[src/design/bdt_pkg.sv]
// ----------------------------------------------------------------------------
// bdt_pkg
// Shared types and constants for the baseline deviation trigger unit.
// ----------------------------------------------------------------------------
package bdt_pkg;

  localparam int SAMPLE_W  = 16;
  localparam int TIME_W    = 32;
  localparam int SUM_W     = 24;
  localparam int RESTART_W = 4;
  localparam int CFG_W     = 16;

  localparam int IN_DATA_W  = 56;
  localparam int OUT_DATA_W = 72;

  localparam logic [SAMPLE_W-1:0]  JUMP_LIMIT   = 16'd1000;
  localparam logic [RESTART_W-1:0] MAX_RESTARTS = 4'd10;

  localparam logic [CFG_W-1:0] THRESHOLD_RESET = 16'd1000;
  localparam logic [CFG_W-1:0] HOLD_OFF_RESET  = 16'd1000;

  typedef enum logic [0:0] {
    REG_TRIGGER_THRESHOLD = 1'b0,
    REG_HOLD_OFF_MS       = 1'b1
  } cfg_reg_t;

  typedef struct packed {
    logic [SAMPLE_W-1:0] last_trigger_deviation;
    logic [SAMPLE_W-1:0] last_deviation;
    logic [SAMPLE_W-1:0] last_reading;
    logic [SAMPLE_W-1:0] baseline;
    logic                calibrating;
    logic                detected;
  } result_t;

endpackage

[src/design/baseline_deviation_trigger_unit.sv]
// ----------------------------------------------------------------------------
// baseline_deviation_trigger_unit
// Calibrates a baseline from color-temperature samples and flags samples
// whose deviation from it exceeds a threshold outside a hold-off window.
// ----------------------------------------------------------------------------
// Channel   Direction  Contents
// in_*      slave      one sample request: color_temp, now_ms, recalibrate
// out_*     master     one result per sample request
// cfg_*     write      trigger_threshold (index 0), hold_off_ms (index 1)
//
// Every request is worked combinationally from the input port into the result
// register, so one request per clock is taken when the result side keeps up.
// The path is set by the calibration add and the reciprocal multiply that
// forms the baseline. rst_n is synchronous and restarts calibration.
// in_tready is high while the result register is empty or being taken.
// ----------------------------------------------------------------------------
module baseline_deviation_trigger_unit
  import bdt_pkg::*;
#(
  parameter int CAL_SAMPLES = 16
) (
  input  logic                  clk,
  input  logic                  rst_n,
  input  logic                  in_tvalid,
  output logic                  in_tready,
  // color_temp[15:0], now_ms[47:16], recalibrate[48], zero pad
  input  logic [IN_DATA_W-1:0]  in_tdata,
  output logic                  out_tvalid,
  input  logic                  out_tready,
  // detected[0], calibrating[1], baseline[17:2], last_reading[33:18],
  // last_deviation[49:34], last_trigger_deviation[65:50], zero pad
  output logic [OUT_DATA_W-1:0] out_tdata,
  input  logic                  cfg_we,
  input  logic                  cfg_addr,
  input  logic [CFG_W-1:0]      cfg_wdata
);

  localparam int LEFT_W   = $clog2(CAL_SAMPLES + 1);
  localparam int LOG_N    = $clog2(CAL_SAMPLES);
  localparam int SHIFT    = SUM_W + LOG_N;
  localparam longint unsigned RECIP =
    ((64'd1 << SHIFT) + longint'(CAL_SAMPLES) - 64'd1) / longint'(CAL_SAMPLES);
  localparam int RECIP_W  = SUM_W + 2;
  localparam int PROD_W   = SUM_W + RECIP_W;
  localparam logic [RECIP_W-1:0] RECIP_C  = RECIP_W'(RECIP);
  localparam logic [LEFT_W-1:0]  LEFT_RST = LEFT_W'(CAL_SAMPLES);

  logic [CFG_W-1:0]     threshold_r;
  logic [CFG_W-1:0]     hold_off_r;

  logic                 in_cal_r, in_cal_nxt;
  logic [LEFT_W-1:0]    left_r, left_nxt;
  logic [SUM_W-1:0]     sum_r, sum_nxt;
  logic [SAMPLE_W-1:0]  prev_r, prev_nxt;
  logic                 have_prev_r, have_prev_nxt;
  logic [RESTART_W-1:0] restart_r, restart_nxt;
  logic [SAMPLE_W-1:0]  avg_r, avg_nxt;
  logic [SAMPLE_W-1:0]  reading_r, reading_nxt;
  logic [SAMPLE_W-1:0]  dev_r, dev_nxt;
  logic [SAMPLE_W-1:0]  trig_dev_r, trig_dev_nxt;
  logic [TIME_W-1:0]    trig_time_r, trig_time_nxt;

  logic                 out_valid_r;
  result_t              result_r, result_nxt;

  logic [SAMPLE_W-1:0]  sample;
  logic [TIME_W-1:0]    now;
  logic                 recal;
  logic                 accept;

  logic                 cal_active;
  logic                 have_prev_eff;
  logic [SAMPLE_W-1:0]  prev_eff;
  logic [RESTART_W-1:0] restart_eff;
  logic [SUM_W-1:0]     sum_eff;
  logic [LEFT_W-1:0]    left_eff;
  logic [SAMPLE_W-1:0]  avg_eff;
  logic [SAMPLE_W-1:0]  jump;
  logic                 restart;
  logic [SUM_W-1:0]     sum_add;
  logic [PROD_W-1:0]    prod;
  logic [PROD_W-1:0]    prod_sh;
  logic [SAMPLE_W-1:0]  quot;
  logic [TIME_W-1:0]    elapsed;
  logic [TIME_W-1:0]    hold_ext;
  logic [SAMPLE_W-1:0]  dev;

  assign sample = in_tdata[15:0];
  assign now    = in_tdata[47:16];
  assign recal  = in_tdata[48];

  assign in_tready  = !out_valid_r || out_tready;
  assign accept     = in_tvalid && in_tready;
  assign out_tvalid = out_valid_r;
  assign out_tdata  = {{(OUT_DATA_W - $bits(result_t)){1'b0}}, result_r};

  always_comb begin
    cal_active    = recal || in_cal_r;
    have_prev_eff = recal ? 1'b0 : have_prev_r;
    prev_eff      = have_prev_eff ? prev_r : sample;
    restart_eff   = recal ? '0 : restart_r;
    sum_eff       = recal ? '0 : sum_r;
    left_eff      = recal ? LEFT_RST : left_r;
    avg_eff       = recal ? '0 : avg_r;

    jump    = (sample > prev_eff) ? (sample - prev_eff) : (prev_eff - sample);
    restart = (jump > JUMP_LIMIT) && (restart_eff < MAX_RESTARTS);
    sum_add = sum_eff + SUM_W'(sample);
    prod    = PROD_W'(sum_add) * PROD_W'(RECIP_C);
    prod_sh = prod >> SHIFT;
    quot    = prod_sh[SAMPLE_W-1:0];

    elapsed  = now - trig_time_r;
    hold_ext = TIME_W'(hold_off_r);
    dev      = (avg_r > sample) ? (avg_r - sample) : (sample - avg_r);

    in_cal_nxt    = in_cal_r;
    left_nxt      = left_r;
    sum_nxt       = sum_r;
    prev_nxt      = prev_r;
    have_prev_nxt = have_prev_r;
    restart_nxt   = restart_r;
    avg_nxt       = avg_r;
    reading_nxt   = reading_r;
    dev_nxt       = dev_r;
    trig_dev_nxt  = trig_dev_r;
    trig_time_nxt = trig_time_r;
    result_nxt.detected    = 1'b0;
    result_nxt.calibrating = 1'b0;

    if (cal_active) begin
      result_nxt.calibrating = 1'b1;
      in_cal_nxt    = 1'b1;
      have_prev_nxt = 1'b1;
      prev_nxt      = sample;
      avg_nxt       = avg_eff;
      if (restart) begin
        left_nxt    = LEFT_RST;
        sum_nxt     = '0;
        restart_nxt = restart_eff + RESTART_W'(1);
      end else begin
        sum_nxt     = sum_add;
        restart_nxt = restart_eff;
        left_nxt    = left_eff - LEFT_W'(1);
        if (left_eff == LEFT_W'(1)) begin
          avg_nxt    = quot;
          in_cal_nxt = 1'b0;
        end
      end
    end else if (elapsed >= hold_ext) begin
      reading_nxt = sample;
      dev_nxt     = dev;
      if (dev > threshold_r) begin
        trig_dev_nxt          = dev;
        result_nxt.detected   = 1'b1;
        if (elapsed > hold_ext) begin
          trig_time_nxt = now;
        end
      end
    end

    result_nxt.baseline               = avg_nxt;
    result_nxt.last_reading           = reading_nxt;
    result_nxt.last_deviation         = dev_nxt;
    result_nxt.last_trigger_deviation = trig_dev_nxt;
  end

  always_ff @(posedge clk) begin
    if (!rst_n) begin
      threshold_r <= THRESHOLD_RESET;
      hold_off_r  <= HOLD_OFF_RESET;
    end else if (cfg_we) begin
      unique case (cfg_reg_t'(cfg_addr))
        REG_TRIGGER_THRESHOLD: threshold_r <= cfg_wdata;
        REG_HOLD_OFF_MS:       hold_off_r  <= cfg_wdata;
        default:               threshold_r <= threshold_r;
      endcase
    end
  end

  always_ff @(posedge clk) begin
    if (!rst_n) begin
      in_cal_r    <= 1'b1;
      left_r      <= LEFT_RST;
      sum_r       <= '0;
      prev_r      <= '0;
      have_prev_r <= 1'b0;
      restart_r   <= '0;
      avg_r       <= '0;
      reading_r   <= '0;
      dev_r       <= '0;
      trig_dev_r  <= '0;
      trig_time_r <= '0;
    end else if (accept) begin
      in_cal_r    <= in_cal_nxt;
      left_r      <= left_nxt;
      sum_r       <= sum_nxt;
      prev_r      <= prev_nxt;
      have_prev_r <= have_prev_nxt;
      restart_r   <= restart_nxt;
      avg_r       <= avg_nxt;
      reading_r   <= reading_nxt;
      dev_r       <= dev_nxt;
      trig_dev_r  <= trig_dev_nxt;
      trig_time_r <= trig_time_nxt;
    end
  end

  always_ff @(posedge clk) begin
    if (!rst_n) begin
      out_valid_r <= 1'b0;
    end else if (accept) begin
      out_valid_r <= 1'b1;
    end else if (out_tready) begin
      out_valid_r <= 1'b0;
    end
  end

  always_ff @(posedge clk) begin
    if (accept) begin
      result_r <= result_nxt;
    end
  end

endmodule

[config.mk]
export PLATFORM = sky130hd
export DESIGN_NAME = baseline_deviation_trigger_unit
export DESIGN_NICKNAME = d
export VERILOG_FILES = /design/src/design/bdt_pkg.sv /design/src/design/baseline_deviation_trigger_unit.sv
export SDC_FILE = /design/constraint.sdc
export NUM_CORES = 1
export LEC_CHECK = 0
export BUFFER_PORTS_ARGS = -buffer_cell sky130_fd_sc_hd__buf_2
export CELL_PAD_IN_SITES_DETAIL_PLACEMENT = 0
export CELL_PAD_IN_SITES_GLOBAL_PLACEMENT = 1
export CORE_MARGIN = 4
export CORE_UTILIZATION = 41
export DETAILED_ROUTE_END_ITERATION = 8
export GPL_ROUTABILITY_DRIVEN = 0
export PLACE_DENSITY = 0.81
export SLEW_MARGIN = 20
export SYNTH_ARGS = -nofsm -noshare
export SYNTH_HDL_FRONTEND = slang
export SYNTH_SLANG_ARGS = --single-unit
[constraint.sdc]
create_clock -name clk -period 6.18 [get_ports clk]
set_input_delay 0.309 -clock clk [delete_from_list [all_inputs] [get_ports clk]]
set_output_delay 0.309 -clock clk [all_outputs]
set_load 0.01 [all_outputs]
==> results.sh <==
export IMPL_grt_antenna_before_repair=2
export IMPL_viasPerCell=5.44
export IMPL_die_h_um=208
export IMPL_cap_violations=0
export IMPL_worst_pin_slew_ns=1.01
export IMPL_nets=2230
export IMPL_cts_buffers=29
export IMPL_hold_start="in_tdata[32]"
export IMPL_clkSlewWorstSetupHoldPaths_ns=0.06
export IMPL_worstHoldPathType="in2reg"
export IMPL_core_area_sq_um=39600
export IMPL_vias=13900
export IMPL_synth_mux_area_share_pct=11.2
export IMPL_cts_buffer_depth=3
export IMPL_switchingPower_mw=1.19
export IMPL_fmax_ghz=0.175
export IMPL_layout_setup_ws_ns=0.467
export IMPL_swShare_pct=28.5
export IMPL_synthDistinctLibCells=86
export IMPL_synth_ff_type="dfxtp_1"
export IMPL_grt_pass1_vias=13600
export IMPL_crit_start="avg_r[0]"
export IMPL_worstPathRequired_ns=6.66
export IMPL_yosys_area_share_xor_xnor_pct=3.73
export IMPL_grt_use_met2_pct=33.6
export IMPL_grt_use_met1_pct=27.9
export IMPL_synth_warning_count=0
export IMPL_critPathSlowestCell="a2111oi_1"
export IMPL_clk_latency_ns=0.57
export IMPL_synthArstFlopShare_pct=0
export IMPL_fin_setup_tns_ns=0
export IMPL_postRouteWirelength_um=45600
export IMPL_finalCriticalPeriod_ns=5.71
export IMPL_place_port_buffers=138
export IMPL_setup_viol=0
export IMPL_start_kind="flip-flop"
export IMPL_hold_slack_ns=0.0293
export IMPL_cpMostUsedCell="o21a_1"
export IMPL_dp_worst_setup_slack_ns=0.362
export IMPL_ios=152
export IMPL_grt_use_met3_pct=2.99
export IMPL_max_slew_margin_rel_pct=32.9
export IMPL_status="completed"
export IMPL_cts_tree="built"
export IMPL_cts_htree_levels=1
export IMPL_r2r_start="avg_r[0]"
export IMPL_ir_drop_v=0.000186
export IMPL_cts_sinks=242
export IMPL_setup_worst_path_end_class="flip-flop"
export IMPL_grt_max_degree=113
export IMPL_syn_area_per_cell_sq_um=8.81
export IMPL_dieArea_sq_um=43300
export IMPL_pwr_share_clk_pct=40.9
export IMPL_maxSlewViolCount=0
export IMPL_p_leak_nw=8.02
export IMPL_fin_skew_ns=0.0177
export IMPL_synth_simple_area_share_pct=15.5
export IMPL_synth_cells=1864
export IMPL_synth_seq_cells=242
export IMPL_root_buffer="clkbuf_16"
export IMPL_start_util_pct=41.4
export IMPL_comb_power_share_pct=18.7
export IMPL_drtIter0Drc=1035
export IMPL_dp_hpwl_um=33900
export IMPL_grtUsageTotal_pct=20.2
export IMPL_dr_pass1_iters=6
export IMPL_crit_family="compound AO/OA/AOI/OAI gates"
export IMPL_path_cells="inv_1 > ha_1 > inv_1 > fa_1 > a21o_1 > a221o_1 > a2111oi_1 > nor4_1 > o21ai_2 > buf_12 > mux2_2 > ha_1 > nor2b_1 > o21a_1 > o21a_1 > o21a_1 > o21a_1 > o211ai_1 > a211oi_1 > o21ai_0 > or3_1 > a31oi_4 > buf_12 > mux2i_1"
export IMPL_worstRegToRegCells=24
export IMPL_grt_pass1_wl_um=72300
export IMPL_fin_crit_sh_pct=92.4
export IMPL_p_per_area_nw_per_um2=221
export IMPL_hold_depth=3
export IMPL_critPathMaxStageDelay_ns=0.50
export IMPL_placed_cell_area_sq_um=17500
export IMPL_wl_per_cell_um=17.8
export IMPL_cts_setup_buffers=0
export IMPL_synth_edf_count=66
export IMPL_path_max_fanout=29
export IMPL_yosysSeqAreaShare_pct=33.5
export IMPL_row_count=73
export IMPL_fin_area_sq_um=18900
export IMPL_synth_compound_area_share_pct=18.0
export IMPL_grt_busiest_layer="met2"
export IMPL_grt_overflow=0
export IMPL_intPower_mw=2.98
export IMPL_crit_cells=24
export IMPL_fillerInstances=3843
export IMPL_synth_top_family_by_area="compound AO/OA/AOI/OAI gates"
export IMPL_die_w_um=208
export IMPL_rsz0062_at_grt="false"
export IMPL_finalHoldViolCount=0
export IMPL_syn_area_sq_um=16400
export IMPL_ant_nets=0
export IMPL_seq_power_share_pct=40.4
export IMPL_area_growth_pct=15.1
export IMPL_worst_setup_path_type="reg2reg"
export IMPL_drc=0
export IMPL_drive_above_1_share_pct=15.1
export IMPL_yosys_area_share_adder_pct=11.7
export IMPL_crit_arrival_ns=6.19
export IMPL_crit_buf_inv=4
-- repair_timing --
| action | CTS | global route |
|---|---|---|
| setup endpoints to repair | 0 | 3 |
| hold buffers | 39 | 0 |
| resized for setup | 0 | 1 |
| hold endpoints to repair | 49 | 0 |
-- layout make-up --
type / count / area, sq um / area share [%]
multi-input combinational: 1384 / 9920 / 52.5
sequential: 242 / 5510 / 29.1
timing repair buffer: 203 / 1310 / 6.94
clock buffer: 41 / 855 / 4.52
tap: 525 / 657 / 3.47
inverter: 142 / 533 / 2.82
clock inverter: 13 / 109 / 0.576
antenna: 4 / 10.0 / 0.0529
-- cells in the mapped netlist (all sizes together) (20+ instances only) --
library cell	instances	area share, %
nand2	307	7.0
dfxtp	176	21
ha	144	11
inv	142	3.2
mux2i	109	6.6
a21oi	104	3.3
nor2	82	1.9
edfxtp	66	12
mux2	66	4.5
clkbuf	64	1.5
o21ai	46	1.5
xnor2	45	2.4
a21o	42	1.9
a21boi	40	1.8
a22o	39	2.1
nor2b	38	1.4
buf	37	1.6
o211ai	27	1.2
xor2	25	1.3
nand3	23	0.70
nor3	22	0.67
nand4	21	0.80
o21a	20	0.92
-- routing by layer --
metal / wire length (um) / share of wire [%]
met3: 2370 / 5.2
met2: 20900 / 46
met4: 1040 / 2.3
met1: 21200 / 47
met5: 0 / 0
-- placed cells by master, fill, tap and decap left out, types with 23 or more instances in the layout --
cell type      synthesis  layout
o211ai_1              27      27
xor2_1                25      25
xnor2_1               45      45
buf_2                 15     137
ha_1                 144     144
a21o_1                42      42
a21boi_0              39      39
nor2b_1               38      38
buf_4                 12      23
inv_1                142     141
edfxtp_1              66      66
nand2_1              307     307
a22o_1                39      39
nor2_1                81      81
mux2i_1              109     109
o21ai_0               39      39
clkbuf_16              0      32
a21oi_1              101     101
dlygate4sd3_1          0      39
dfxtp_1              176     176
mux2_2                66      66
nand3_1               23      23
-- tightest hold or removal path: stages --
cell and delay (ns):
buf_2 0.11, nand2_1 0.06, mux2i_1 0.06
-- stage by stage --
stage	power, mW	cells	util, %
final	4.17	2554	47.7
after floorplan	2.25	1869	-
after global routing	4.36	2551	47.7
after CTS	4.21	2550	47.7
after detailed placement	2.47	2457	44.2
after global placement	2.45	2457	44.2
-- state kept, by name, indices dropped and copies added, names as in the netlist --
| register | flops |
|---|---|
| sum_r | 20 |
| restart_r | 4 |
| out_tdata | 66 |
| threshold_r | 16 |
| left_r | 5 |
| out_tvalid | 1 |
| dev_r | 16 |
| in_cal_r | 1 |
| hold_off_r | 16 |
| have_prev_r | 1 |
| reading_r | 16 |
| trig_dev_r | 16 |
| avg_r | 16 |
| trig_time_r | 32 |
| prev_r | 16 |
-- cell families (layout without fill, tap and decap cells) --
family	after synthesis	in the layout
AND/OR/NAND/NOR	564	564
buffers and inverters	243	399
adder cells (fa/ha/maj)	150	150
AO/OA/AOI/OAI	419	419
other	1	10
XOR/XNOR	70	70
multiplexers	175	175
flip-flops	242	242
-- power by group through the flow --
stage / combinational (mW) / clock (mW) / sequential [mW]
after floorplan: 0.524 / 0 / 1.73
after global placement: 0.735 / 0 / 1.72
after detailed placement: 0.753 / 0 / 1.72
after CTS: 0.778 / 1.75 / 1.68
after global routing: 0.867 / 1.81 / 1.69
final: 0.781 / 1.70 / 1.68
-- worst paths after layout --
kind | endpoint | slack [ns]
worst min-delay path | trig_time_r[16] | 0.03
worst max-delay path | trig_time_r[13] | 0.47
worst max register to register | trig_time_r[13] | 0.47
worst min register to register | trig_time_r[6] | 0.45
No activity file was read; power rests on OpenSTA's default activity.
